`src/hw/rtl/lrc_pkg.sv`:
```
// ----------------------------------------------------------------------------
// lrc_pkg
// Shared types and constants of the LRU replacement cache: field widths,
// controller states and the control word that walks down the cell row.
// ----------------------------------------------------------------------------
package lrc_pkg;

  localparam int unsigned KEY_W       = 16;
  localparam int unsigned SLOT_W      = 6;
  localparam int unsigned HIT_TOTAL_W = 32;

  typedef enum logic [1:0] {
    ST_IDLE,
    ST_WALK,
    ST_RESULT
  } ctrl_state_e;

  // Control part of the lookup wave that moves one cell per cycle.
  typedef struct packed {
    logic live;
    logic done;
    logic hit;
  } wave_ctl_t;

endpackage

```
`src/hw/rtl/lrc_req_if.sv`:
```
// ----------------------------------------------------------------------------
// lrc_req_if
// Request channel of the LRU replacement cache: one key per request.
// ----------------------------------------------------------------------------
interface lrc_req_if import lrc_pkg::*; ();

  logic             valid;
  logic             ready;
  logic [KEY_W-1:0] key;

  modport source (output valid, output key, input ready);
  modport sink   (input valid, input key, output ready);

endinterface

```
`src/hw/rtl/lrc_rsp_if.sv`:
```
// ----------------------------------------------------------------------------
// lrc_rsp_if
// Result channel of the LRU replacement cache: hit, slot, eviction and the
// running hit count.
// ----------------------------------------------------------------------------
interface lrc_rsp_if import lrc_pkg::*; ();

  logic                   valid;
  logic                   ready;
  logic                   hit;
  logic [SLOT_W-1:0]      slot;
  logic                   evicted;
  logic [HIT_TOTAL_W-1:0] hit_total;

  modport source (output valid, output hit, output slot, output evicted,
                  output hit_total, input ready);
  modport sink   (input valid, input hit, input slot, input evicted,
                  input hit_total, output ready);

endinterface

```
`src/hw/rtl/lrc_cell.sv`:
```
// ----------------------------------------------------------------------------
// lrc_cell
// One position of the recency stack. The cell holds one entry (key and the
// physical slot it lives in). When the lookup wave passes, the cell takes the
// entry carried from its upper neighbor and hands its own entry further down,
// until the key is found or an empty cell is reached.
// ----------------------------------------------------------------------------
module lrc_cell import lrc_pkg::*; #(
  parameter int unsigned KW = 16,
  parameter int unsigned IW = 6
) (
  input  logic          clk_i,
  input  logic          rst_ni,
  input  logic [IW-1:0] idx_i,
  input  wave_ctl_t     wave_i,
  input  logic [KW-1:0] key_i,
  input  logic [KW-1:0] ent_key_i,
  input  logic [IW-1:0] ent_slot_i,
  input  logic [IW-1:0] res_slot_i,
  input  logic          fix_en_i,
  input  logic [IW-1:0] fix_slot_i,
  output wave_ctl_t     wave_o,
  output logic [KW-1:0] key_o,
  output logic [KW-1:0] ent_key_o,
  output logic [IW-1:0] ent_slot_o,
  output logic [IW-1:0] res_slot_o
);

  logic          valid_q, valid_d;
  logic [KW-1:0] key_q, key_d;
  logic [IW-1:0] slot_q, slot_d;
  wave_ctl_t     wave_q, wave_d;
  logic [KW-1:0] req_key_q, ent_key_q, ent_key_d;
  logic [IW-1:0] ent_slot_q, ent_slot_d, res_slot_q, res_slot_d;

  always_comb begin
    valid_d    = valid_q;
    key_d      = key_q;
    slot_d     = slot_q;
    wave_d     = wave_i;
    ent_key_d  = ent_key_i;
    ent_slot_d = ent_slot_i;
    res_slot_d = res_slot_i;
    if (wave_i.live && !wave_i.done) begin
      // The carried entry always lands here; what happens to ours depends on
      // whether it is empty, the match, or just another older entry.
      valid_d = 1'b1;
      key_d   = ent_key_i;
      slot_d  = ent_slot_i;
      if (!valid_q) begin
        wave_d.done = 1'b1;
        res_slot_d  = idx_i;
      end else if (key_q == key_i) begin
        wave_d.done = 1'b1;
        wave_d.hit  = 1'b1;
        res_slot_d  = slot_q;
      end else begin
        ent_key_d  = key_q;
        ent_slot_d = slot_q;
      end
    end
    if (fix_en_i) begin
      slot_d = fix_slot_i;
    end
  end

  always_ff @(posedge clk_i or negedge rst_ni) begin
    if (!rst_ni) begin
      valid_q <= 1'b0;
      wave_q  <= wave_ctl_t'(0);
    end else begin
      valid_q <= valid_d;
      wave_q  <= wave_d;
    end
  end

  always_ff @(posedge clk_i) begin
    key_q      <= key_d;
    slot_q     <= slot_d;
    req_key_q  <= key_i;
    ent_key_q  <= ent_key_d;
    ent_slot_q <= ent_slot_d;
    res_slot_q <= res_slot_d;
  end

  assign wave_o     = wave_q;
  assign key_o      = req_key_q;
  assign ent_key_o  = ent_key_q;
  assign ent_slot_o = ent_slot_q;
  assign res_slot_o = res_slot_q;

endmodule

```
`src/hw/rtl/lru_replacement_cache.sv`:
```
// ----------------------------------------------------------------------------
// lru_replacement_cache
// Fully associative key cache with true LRU replacement, built as a row of
// recency-stack cells.
// ----------------------------------------------------------------------------
// The cache holds ENTRIES keys ordered from most to least recently used in a
// row of cells; a request with a nonzero key walks the whole row, one cell per
// clock, and the next request is accepted only after the walk has ended; a
// request with key zero skips the walk and goes straight to the result. The
// result sits in an output register, so a new request is accepted while the
// previous result still waits to be taken. Slots fill in order from 0; once
// the cache is full, the least recently used entry is replaced. hit_total
// saturates at its maximum.
module lru_replacement_cache import lrc_pkg::*; #(
  parameter int unsigned ENTRIES  = 64,
  parameter int unsigned KEY_BITS = 16
) (
  input  logic clk_i,
  input  logic rst_ni,
  lrc_req_if.sink   req_i,
  lrc_rsp_if.source rsp_o
);

  localparam int unsigned KW = (KEY_BITS < KEY_W) ? KEY_BITS : KEY_W;
  localparam int unsigned IW = $clog2(ENTRIES);
  localparam int unsigned SW = (IW > SLOT_W) ? IW : SLOT_W;

  ctrl_state_e state_q, state_d;

  logic          req_ready;
  logic          accept;
  logic [KW-1:0] req_key;
  logic          key_zero;
  logic          load_res, zero_res, load_out;
  logic          walk_end;
  logic          tail_hit, tail_evict;
  logic [IW-1:0] tail_slot;
  logic [SW-1:0] slot_ext;

  logic                   res_hit_q, res_evict_q;
  logic [IW-1:0]          res_slot_q;
  logic [HIT_TOTAL_W-1:0] hits_q;
  logic                   out_valid_q, out_hit_q, out_evict_q;
  logic [SLOT_W-1:0]      out_slot_q;
  logic [HIT_TOTAL_W-1:0] out_total_q;

  wave_ctl_t     wave_c     [ENTRIES+1];
  logic [KW-1:0] key_c      [ENTRIES+1];
  logic [KW-1:0] ent_key_c  [ENTRIES+1];
  logic [IW-1:0] ent_slot_c [ENTRIES+1];
  logic [IW-1:0] res_slot_c [ENTRIES+1];

  assign req_key   = req_i.key[KW-1:0];
  assign key_zero  = (req_key == '0);
  assign req_ready = (state_q == ST_IDLE);
  assign req_i.ready = req_ready;
  assign accept    = req_i.valid && req_ready;

  // The new key enters the top cell as the carried entry; its slot is not
  // known yet and is written into the top cell when the walk ends.
  assign wave_c[0]     = '{live: accept && !key_zero, done: 1'b0, hit: 1'b0};
  assign key_c[0]      = req_key;
  assign ent_key_c[0]  = req_key;
  assign ent_slot_c[0] = '0;
  assign res_slot_c[0] = '0;

  for (genvar i = 0; i < ENTRIES; i++) begin : g_cell
    lrc_cell #(
      .KW (KW),
      .IW (IW)
    ) u_cell (
      .clk_i      (clk_i),
      .rst_ni     (rst_ni),
      .idx_i      (IW'(i)),
      .wave_i     (wave_c[i]),
      .key_i      (key_c[i]),
      .ent_key_i  (ent_key_c[i]),
      .ent_slot_i (ent_slot_c[i]),
      .res_slot_i (res_slot_c[i]),
      .fix_en_i   ((i == 0) ? walk_end : 1'b0),
      .fix_slot_i (tail_slot),
      .wave_o     (wave_c[i+1]),
      .key_o      (key_c[i+1]),
      .ent_key_o  (ent_key_c[i+1]),
      .ent_slot_o (ent_slot_c[i+1]),
      .res_slot_o (res_slot_c[i+1])
    );
  end

  // A wave that leaves the row unfinished carries the least recently used
  // entry, whose slot is reused for the new key.
  assign tail_hit   = wave_c[ENTRIES].hit;
  assign tail_evict = !wave_c[ENTRIES].done;
  assign tail_slot  = wave_c[ENTRIES].done ? res_slot_c[ENTRIES] : ent_slot_c[ENTRIES];
  assign walk_end   = (state_q == ST_WALK) && wave_c[ENTRIES].live;

  always_comb begin
    state_d  = state_q;
    load_res = 1'b0;
    zero_res = 1'b0;
    load_out = 1'b0;
    case (state_q)
      ST_IDLE: begin
        if (accept) begin
          if (key_zero) begin
            zero_res = 1'b1;
            state_d  = ST_RESULT;
          end else begin
            state_d = ST_WALK;
          end
        end
      end
      ST_WALK: begin
        if (walk_end) begin
          load_res = 1'b1;
          state_d  = ST_RESULT;
        end
      end
      ST_RESULT: begin
        if (!out_valid_q || rsp_o.ready) begin
          load_out = 1'b1;
          state_d  = ST_IDLE;
        end
      end
      default: state_d = ST_IDLE;
    endcase
  end

  always_ff @(posedge clk_i or negedge rst_ni) begin
    if (!rst_ni) begin
      state_q     <= ST_IDLE;
      hits_q      <= '0;
      out_valid_q <= 1'b0;
    end else begin
      state_q <= state_d;
      if (load_res && tail_hit && (hits_q != '1)) begin
        hits_q <= hits_q + HIT_TOTAL_W'(1);
      end
      if (load_out) begin
        out_valid_q <= 1'b1;
      end else if (rsp_o.ready) begin
        out_valid_q <= 1'b0;
      end
    end
  end

  assign slot_ext = SW'(res_slot_q);

  always_ff @(posedge clk_i) begin
    if (zero_res) begin
      res_hit_q   <= 1'b0;
      res_evict_q <= 1'b0;
      res_slot_q  <= '0;
    end else if (load_res) begin
      res_hit_q   <= tail_hit;
      res_evict_q <= tail_evict;
      res_slot_q  <= tail_slot;
    end
    if (load_out) begin
      out_hit_q   <= res_hit_q;
      out_evict_q <= res_evict_q;
      out_slot_q  <= slot_ext[SLOT_W-1:0];
      out_total_q <= hits_q;
    end
  end

  assign rsp_o.valid     = out_valid_q;
  assign rsp_o.hit       = out_hit_q;
  assign rsp_o.slot      = out_slot_q;
  assign rsp_o.evicted   = out_evict_q;
  assign rsp_o.hit_total = out_total_q;

  // The wave may only leave the row while the controller waits for it.
  a_tail_in_walk : assert property (@(posedge clk_i) disable iff (!rst_ni)
    wave_c[ENTRIES].live |-> (state_q == ST_WALK))
    else $error("lookup wave left the cell row outside a walk");

  // A request cannot both hit and evict.
  a_hit_no_evict : assert property (@(posedge clk_i) disable iff (!rst_ni)
    rsp_o.valid |-> !(rsp_o.hit && rsp_o.evicted))
    else $error("result reports both hit and eviction");

  // The hit counter never goes backward.
  a_hits_monotonic : assert property (@(posedge clk_i) disable iff (!rst_ni)
    1'b1 |=> (hits_q >= $past(hits_q)))
    else $error("hit counter decreased");

  // A launched walk always puts the controller into the walk state.
  a_launch_idle : assert property (@(posedge clk_i) disable iff (!rst_ni)
    wave_c[0].live |=> (state_q == ST_WALK))
    else $error("walk launched without entering the walk state");

endmodule

```
`src/flat_wrapper.sv`:
```
// flat-port wrapper written by rule: the top's interface ports become plain ports
module lru_replacement_cache_flat import lrc_pkg::*;
#(
  parameter int unsigned ENTRIES  = 64,
  parameter int unsigned KEY_BITS = 16
)
  (clk_i, rst_ni, req_i_valid, req_i_key, req_i_ready, rsp_o_valid, rsp_o_hit, rsp_o_slot, rsp_o_evicted, rsp_o_hit_total, rsp_o_ready);
  lrc_req_if req_i_i ();
  lrc_rsp_if rsp_o_i ();
  input  logic clk_i;
  input  logic rst_ni;
  input wire logic [$bits(req_i_i.valid)-1:0] req_i_valid;
  input wire logic [$bits(req_i_i.key)-1:0] req_i_key;
  output wire logic [$bits(req_i_i.ready)-1:0] req_i_ready;
  output wire logic [$bits(rsp_o_i.valid)-1:0] rsp_o_valid;
  output wire logic [$bits(rsp_o_i.hit)-1:0] rsp_o_hit;
  output wire logic [$bits(rsp_o_i.slot)-1:0] rsp_o_slot;
  output wire logic [$bits(rsp_o_i.evicted)-1:0] rsp_o_evicted;
  output wire logic [$bits(rsp_o_i.hit_total)-1:0] rsp_o_hit_total;
  input wire logic [$bits(rsp_o_i.ready)-1:0] rsp_o_ready;
  assign req_i_i.valid = req_i_valid;
  assign req_i_i.key = req_i_key;
  assign req_i_ready = req_i_i.ready;
  assign rsp_o_valid = rsp_o_i.valid;
  assign rsp_o_hit = rsp_o_i.hit;
  assign rsp_o_slot = rsp_o_i.slot;
  assign rsp_o_evicted = rsp_o_i.evicted;
  assign rsp_o_hit_total = rsp_o_i.hit_total;
  assign rsp_o_i.ready = rsp_o_ready;
  lru_replacement_cache #(.ENTRIES(ENTRIES), .KEY_BITS(KEY_BITS)) u_core (.clk_i(clk_i), .rst_ni(rst_ni), .req_i(req_i_i), .rsp_o(rsp_o_i));
endmodule
```
`config.mk`:
```
export PLATFORM = sky130hd
export DESIGN_NAME = lru_replacement_cache_flat
export DESIGN_NICKNAME = d
export VERILOG_FILES = /design/src/hw/rtl/lrc_pkg.sv /design/src/hw/rtl/lrc_req_if.sv /design/src/hw/rtl/lrc_rsp_if.sv /design/src/hw/rtl/lrc_cell.sv /design/src/hw/rtl/lru_replacement_cache.sv /design/src/flat_wrapper.sv
export SDC_FILE = /design/constraint.sdc
export NUM_CORES = 2
export LEC_CHECK = 0
export BUFFER_PORTS_ARGS = -buffer_cell sky130_fd_sc_hd__clkbuf_2
export CAP_MARGIN = 30
export CORE_ASPECT_RATIO = 0.9
export CORE_MARGIN = 2
export CORE_UTILIZATION = 46
export DETAILED_ROUTE_END_ITERATION = 12
export GPL_TIMING_DRIVEN = 0
export PLACE_DENSITY = 0.69
export SYNTH_ARGS = -nofsm -noshare
export SYNTH_HDL_FRONTEND = slang
export SYNTH_SLANG_ARGS = --single-unit
```
`constraint.sdc`:
```
create_clock -name clk_i -period 6.15 [get_ports clk_i]
set_input_delay 0.9225 -clock clk_i [delete_from_list [all_inputs] [get_ports clk_i]]
set_output_delay 0.9225 -clock clk_i [all_outputs]
set_load 0.02 [all_outputs]
```
After elaboration in Yosys (flattened, before gate mapping) --
Index checks and enable logic that the tools add are counted.
Operators by class: multiplexer cells 840, equal/unequal tests 70, reductions and logical operators 142, add/subtract/negate cells 1, bitwise operators 2
Operators by type and width (count):
- $mux 16 | 189
- $mux 6 | 381
- $eq 16x16->1 | 64
- $mux 2 | 132
- $mux 1 | 137
- $logic_and 1x1->1 | 68
- $logic_not 1->1 | 66
- $add 32x1->32 const B | 1
- $ne 32x32->1 const B | 1
- $logic_not 16->1 | 1
- $pmux 2 s3 | 1
- $reduce_and 3->1 | 2
- $ne 2x2->1 const B | 2
- $reduce_bool 2->1 | 2
- $reduce_or 3->1 | 1
- $eq 2x1->1 const B | 1
- $eq 2x2->1 const B | 1
- $logic_not 2->1 | 1
- $ne 2x1->1 const B | 1
- $not 1->1 | 2
- $logic_or 1x1->1 | 1
Word-level totals: register bits after elaboration 4531, logic and storage cells 1703, output and inout bits 42, input bits 20

Depth between registers and ports, before layout --
depth in word-level cells 6, depth in mapped cells 8, mapped depth without buffers 6

Cells and area by module --
A second synthesis with hierarchy kept.
Second synthesis, totals: cell total of the unflattened synthesis 10745, area, all modules 161681.3 µm²
By module, submodules not included:
- lrc_cell | area an instance 2474.9 µm², seq. area each 1641.6 µm², times used 64, cells each 164
- lru_replacement_cache | area an instance 3289.4 µm², seq. area each 2237.1 µm², times used 1, cells each 249

Least setup slack after synthesis --
Ideal clock, no wire load.
kind input-to-reg, start point in rsp_o_ready, end point reg u_core.out_evict_q (netlist: u_core.rsp_o.evicted) (enable), buffers on the path 0, path slack 3.041 ns, arrival 2.671 ns, setup time 0.437 ns, cell stages on the path 2, required time 5.713 ns, cell sequence nor2b_1 -> nor2_1
On the way: cells in the longest elaborated chain, start to end 3
Ends and longest elaborated chain:
- start: declaration | line flat_wrapper.sv:20 | input wire logic [$bits(rsp_o_i.ready)-1:0] rsp_o_ready;
- $logic_or 1x1->1 | line lru_replacement_cache.sv:120 | if (!out_valid_q || rsp_o.ready) begin
- $mux 1 | line lru_replacement_cache.sv:120
- $mux 1 | line lru_replacement_cache.sv:102 | case (state_q)
- net u_core.load_out | line lru_replacement_cache.sv:34 | logic load_res, zero_res, load_out;
- end signal: assignment | line lru_replacement_cache.sv:161 | out_evict_q <= res_evict_q;
- end: declaration | line lru_replacement_cache.sv:43 | logic out_valid_q, out_hit_q, out_evict_q;
The timed path passes the listed nets, and every way through them passes these cells. A chain may end at the register's enable or synchronous reset.

==> flow_metrics.py <==
metrics = {
    "outcome": {
        "status": "finished clean",
    },
    "critical_path": {
        "cp_slowest_cell": "nand4_1",
        "rr_endpoint": "u_core.g_cell[62].u_cell.ent_key_o[7]",
        "path_class": "in -> reg",
        "crit_arrival_ns": 3.77,
        "crit_top_cell": "buf_6",
        "worst_ep_required_time_ns": 6.91,
        "cpPeakStageDelay_ns": 0.62,
        "worstPathCellList": "clkbuf_2, nor4_1, nand4_1, nand3_2, inv_2, and3_1, buf_6, buf_6, mux2_4",
        "start_kind": "input pin",
        "reg2reg_depth": 6,
        "cp_max_fo": 18,
        "crit_path_end_kind": "register",
        "r2r_start": "u_core.g_cell[62].u_cell.key_q[9]",
        "reg2reg_setup_slack_ns": 3.50,
    },
    "final_layout": {
        "fin_nets": 9353,
        "drive_gt1_share_pct": 25.5,
        "mostFrequentLayoutCells": "2,792 x dfxtp_1, 1,448 x edfxtp_1, 1,373 x mux2_2",
        "mostFrequentLayoutCell": "dfxtp_1",
        "instances_no_fill": 13800,
        "stdcell_area_um2": 164000,
        "diodes": 0,
        "fill_cells": 24400,
        "area_growth_pct": 14.6,
    },
    "pwr": {
        "vdd_ir_drop_max_v": 0.000244,
        "cellPowerDensity_nw_per_um2": 393,
        "p_leak_nw": 62.9,
        "power_mw": 64.3,
    },
    "placed_design": {
        "io_buffers": 61,
        "gp_congestion": 0.793,
        "dp_slack_ns": 2.29,
        "dp_hpwl_um": 176000,
        "dp_cells": 13000,
        "placed_area_um2": 150000,
    },
    "floorplanning": {
        "die_area_um2": 315000,
        "initial_core_util_pct": 46.1,
        "die_w_um": 591,
        "core_um2": 309000,
        "dieHeight_um": 532,
        "rows": 194,
        "ios": 62,
    },
    "logic_synthesis": {
        "yosysWarnings": 0,
        "synthArstFlopShare_pct": 6.42,
        "synth_top_area_cell": "dfxtp_1",
        "ys_ff_latch": 4531,
        "synth.avg_cell_area_um2": 16.2,
        "synth_top_area_share_pct": 39.2,
        "synth.area.top_cells": "dfxtp_1 39%, edfxtp_1 30%, mux2_2 11%",
        "syn_nets": 8818,
        "synthesis.instances": 8797,
        "synth_area_um2": 143000,
        "seq_area_frac_synth_pct": 74.7,
        "synth_flop_cell": "dfxtp_1",
        "synth_edf_count": 1448,
        "netlist-cell-type-count": 45,
    },
    "timing": {
        "hold_viol": 0,
        "fin_crit_sh_pct": 48.9,
        "max_freq_ghz": 0.332,
        "tightest_slew_ns": 0.967,
        "slew_headroom_pct": 34.9,
        "fin_ws_ns": 3.14,
        "fin_setup_tns_ns": 0,
        "report.final.setup_viol": 0,
        "final_max_slew_viol_count": 0,
        "min_period_ns": 3.01,
        "rsz0062_at_grt": "no",
        "skew_ns": 0.0406,
    },
    "grt": {
        "grt_pass1_vias": 72700,
        "grt_pass1_wl_um": 401000,
        "grt_max_degree": 98,
        "grt-ovfl-total": 0,
        "antenna_found_initial": 2,
        "grt_use_total_pct": 15.7,
    },
    "worst_hold_path": {
        "whs_path_depth": 1,
        "min_path_type": "in -> reg",
        "hp-start": "req_i_key[0]",
        "holdPathEnd": "u_core.g_cell[0].u_cell.key_o[0]",
    },
    "cts": {
        "clk_pin_slew_worst_paths_ns": 0.06,
        "tritoncts": "yes",
        "clockBufferDepth": 4,
        "postCtsSetupBuffers": 0,
        "cts_htree_levels": 5,
        "clock-sinks": 4531,
        "clockRootBuffer": "clkbuf_16",
        "cts_inserted_buffers": 404,
        "clock_latency_ns": 0.89,
    },
    "job": {
        "cap_violations": 0,
    },
    "drt": {
        "vias_per_cell": 4.90,
        "wirelength_um": 249000,
        "dr_total_vias": 67600,
        "drt_iter0_drc": 3759,
        "wl_per_cell_um": 18.1,
        "drc": 0,
        "drt-pass1-iter-count": 5,
        "postRouteAntennaNets": 0,
    },
}
==> critical path, delay by kind of cell <==
family	cells	cell delay (ns)
multiplexers	1	0.31
buffers and inverters	4	0.67
AND/OR/NAND/NOR	4	1.84
==> cell families (layout without fill, tap and decap cells) <==
group	Yosys count	count (layout)	synth area share [%]
muxes	1393	1393	11.0
xor gates and xnor gates	1055	1055	6.47
and+or+nand+nor	956	956	3.93
DFF	4531	4531	74.7
buffers and inverters	324	1202	0.985
adders and majority gates	1	1	0.00876
AOI/OAI and AO/OA	537	537	2.86
==> report_power, final <==
| part | total, mW | switching [mW] | internal [mW] |
|---|---|---|---|
| Sequential | 35.8 | 1.54 | 34.2 |
| Clock | 25.2 | 10.5 | 14.6 |
| Combinational | 3.38 | 1.29 | 2.10 |
| Total | 64.3 | 13.3 | 51.0 |
==> final cells by class <==
cell class / count / area, um^2 / share of cell area (%)
Clock buffer: 603 / 12000 / 7.35
Buffer: 157 / 779 / 0.476
Sequential cell: 4531 / 107000 / 65.2
Inverter: 167 / 627 / 0.383
Timing Repair Buffer: 129 / 2040 / 1.24
Tap cell: 4116 / 5150 / 3.15
Clock inverter: 146 / 1490 / 0.911
Multi-Input combinational cell: 3942 / 34800 / 21.3
==> per-stage QoR <==
stage | hold slack, ns | util (%)
3_5_place_dp | 0.354 | 48.5
6_report | 0.218 | 52.9
3_3_place_gp | 0.353 | 47.9
4_1_cts | 0.141 | 52.9
5_1_grt | 0.177 | 52.9
2_1_floorplan | 0.349 | -
==> per-layer routing <==
| layer | global-route usage, % | vias up | wire length [um] |
|---|---|---|---|
| met5 | 0 | - | 0 |
| met4 | 3.78 | 0 | 4750 |
| met3 | 2.24 | 368 | 8310 |
| met2 | 26.2 | 948 | 120000 |
| met1 | 21.6 | 33700 | 116000 |
| li1 | - | 32500 | - |
==> synth_stat cells, types with 20 or more instances <==
| library cell | number |
|---|---|
| inv_1 | 166 |
| a21oi_1 | 32 |
| nand2b_1 | 86 |
| nand3_1 | 33 |
| nand2_1 | 100 |
| nand4_1 | 202 |
| nor3_1 | 27 |
| dfrtp_1 | 291 |
| o21ai_0 | 80 |
| a21boi_0 | 20 |
| o22a_1 | 156 |
| or4_1 | 36 |
| clkbuf_1 | 27 |
| nor2b_1 | 91 |
| xor2_1 | 377 |
| edfxtp_1 | 1448 |
| xnor2_1 | 678 |
| mux2_2 | 1373 |
| or2_2 | 106 |
| o22ai_1 | 36 |
| nor4_2 | 20 |
| nor4_1 | 118 |
| a22o_1 | 150 |
| nor2_1 | 102 |
| dfxtp_1 | 2792 |
| buf_2 | 127 |
| a21o_1 | 22 |
| a21boi_1 | 22 |
==> registers in the layout, indices dropped and copies added, names as in the netlist, 6 cells and up <==
name / flops
u_core.g_cell.u_cell.slot_q: 384
u_core.g_cell.u_cell.key_q: 1024
u_core.g_cell.u_cell.ent_key_o: 1008
u_core.rsp_o.slot: 6
u_core.g_cell.u_cell.key_o: 1008
u_core.g_cell.u_cell.valid_q: 64
u_core.g_cell.u_cell.res_slot_o: 384
u_core.rsp_o.hit_total: 32
u_core.hits_q: 32
u_core.res_slot_q: 6
u_core.g_cell.u_cell.wave_o: 192
u_core.g_cell.u_cell.ent_slot_o: 384
==> worst max-delay path by stage <==
stage,start,endpoint,slack [ns],depth (start not counted)
global route,req_i_key[1],u_core.g_cell[0].u_cell.ent_key_o[13],3.07,9
global placement,rst_ni,u_core.g_cell[53].u_cell.valid_q,-2.87,1
CTS,req_i_key[1],u_core.g_cell[0].u_cell.ent_key_o[13],3.23,9
floorplan,rsp_o_ready,u_core.rsp_o.evicted,3.04,2
finish,req_i_key[1],u_core.g_cell[0].u_cell.ent_key_o[11],3.14,9
detailed placement,req_i_key[1],u_core.g_cell[0].u_cell.ent_key_o[11],2.29,9
==> timing repair <==
action | 4_1_cts | 5_1_grt
gates resized for setup | 0 | 0
hold endpoints to repair | 36 | 0
hold buffers | 1 | 0
Power figures use the tool's default switching activity.
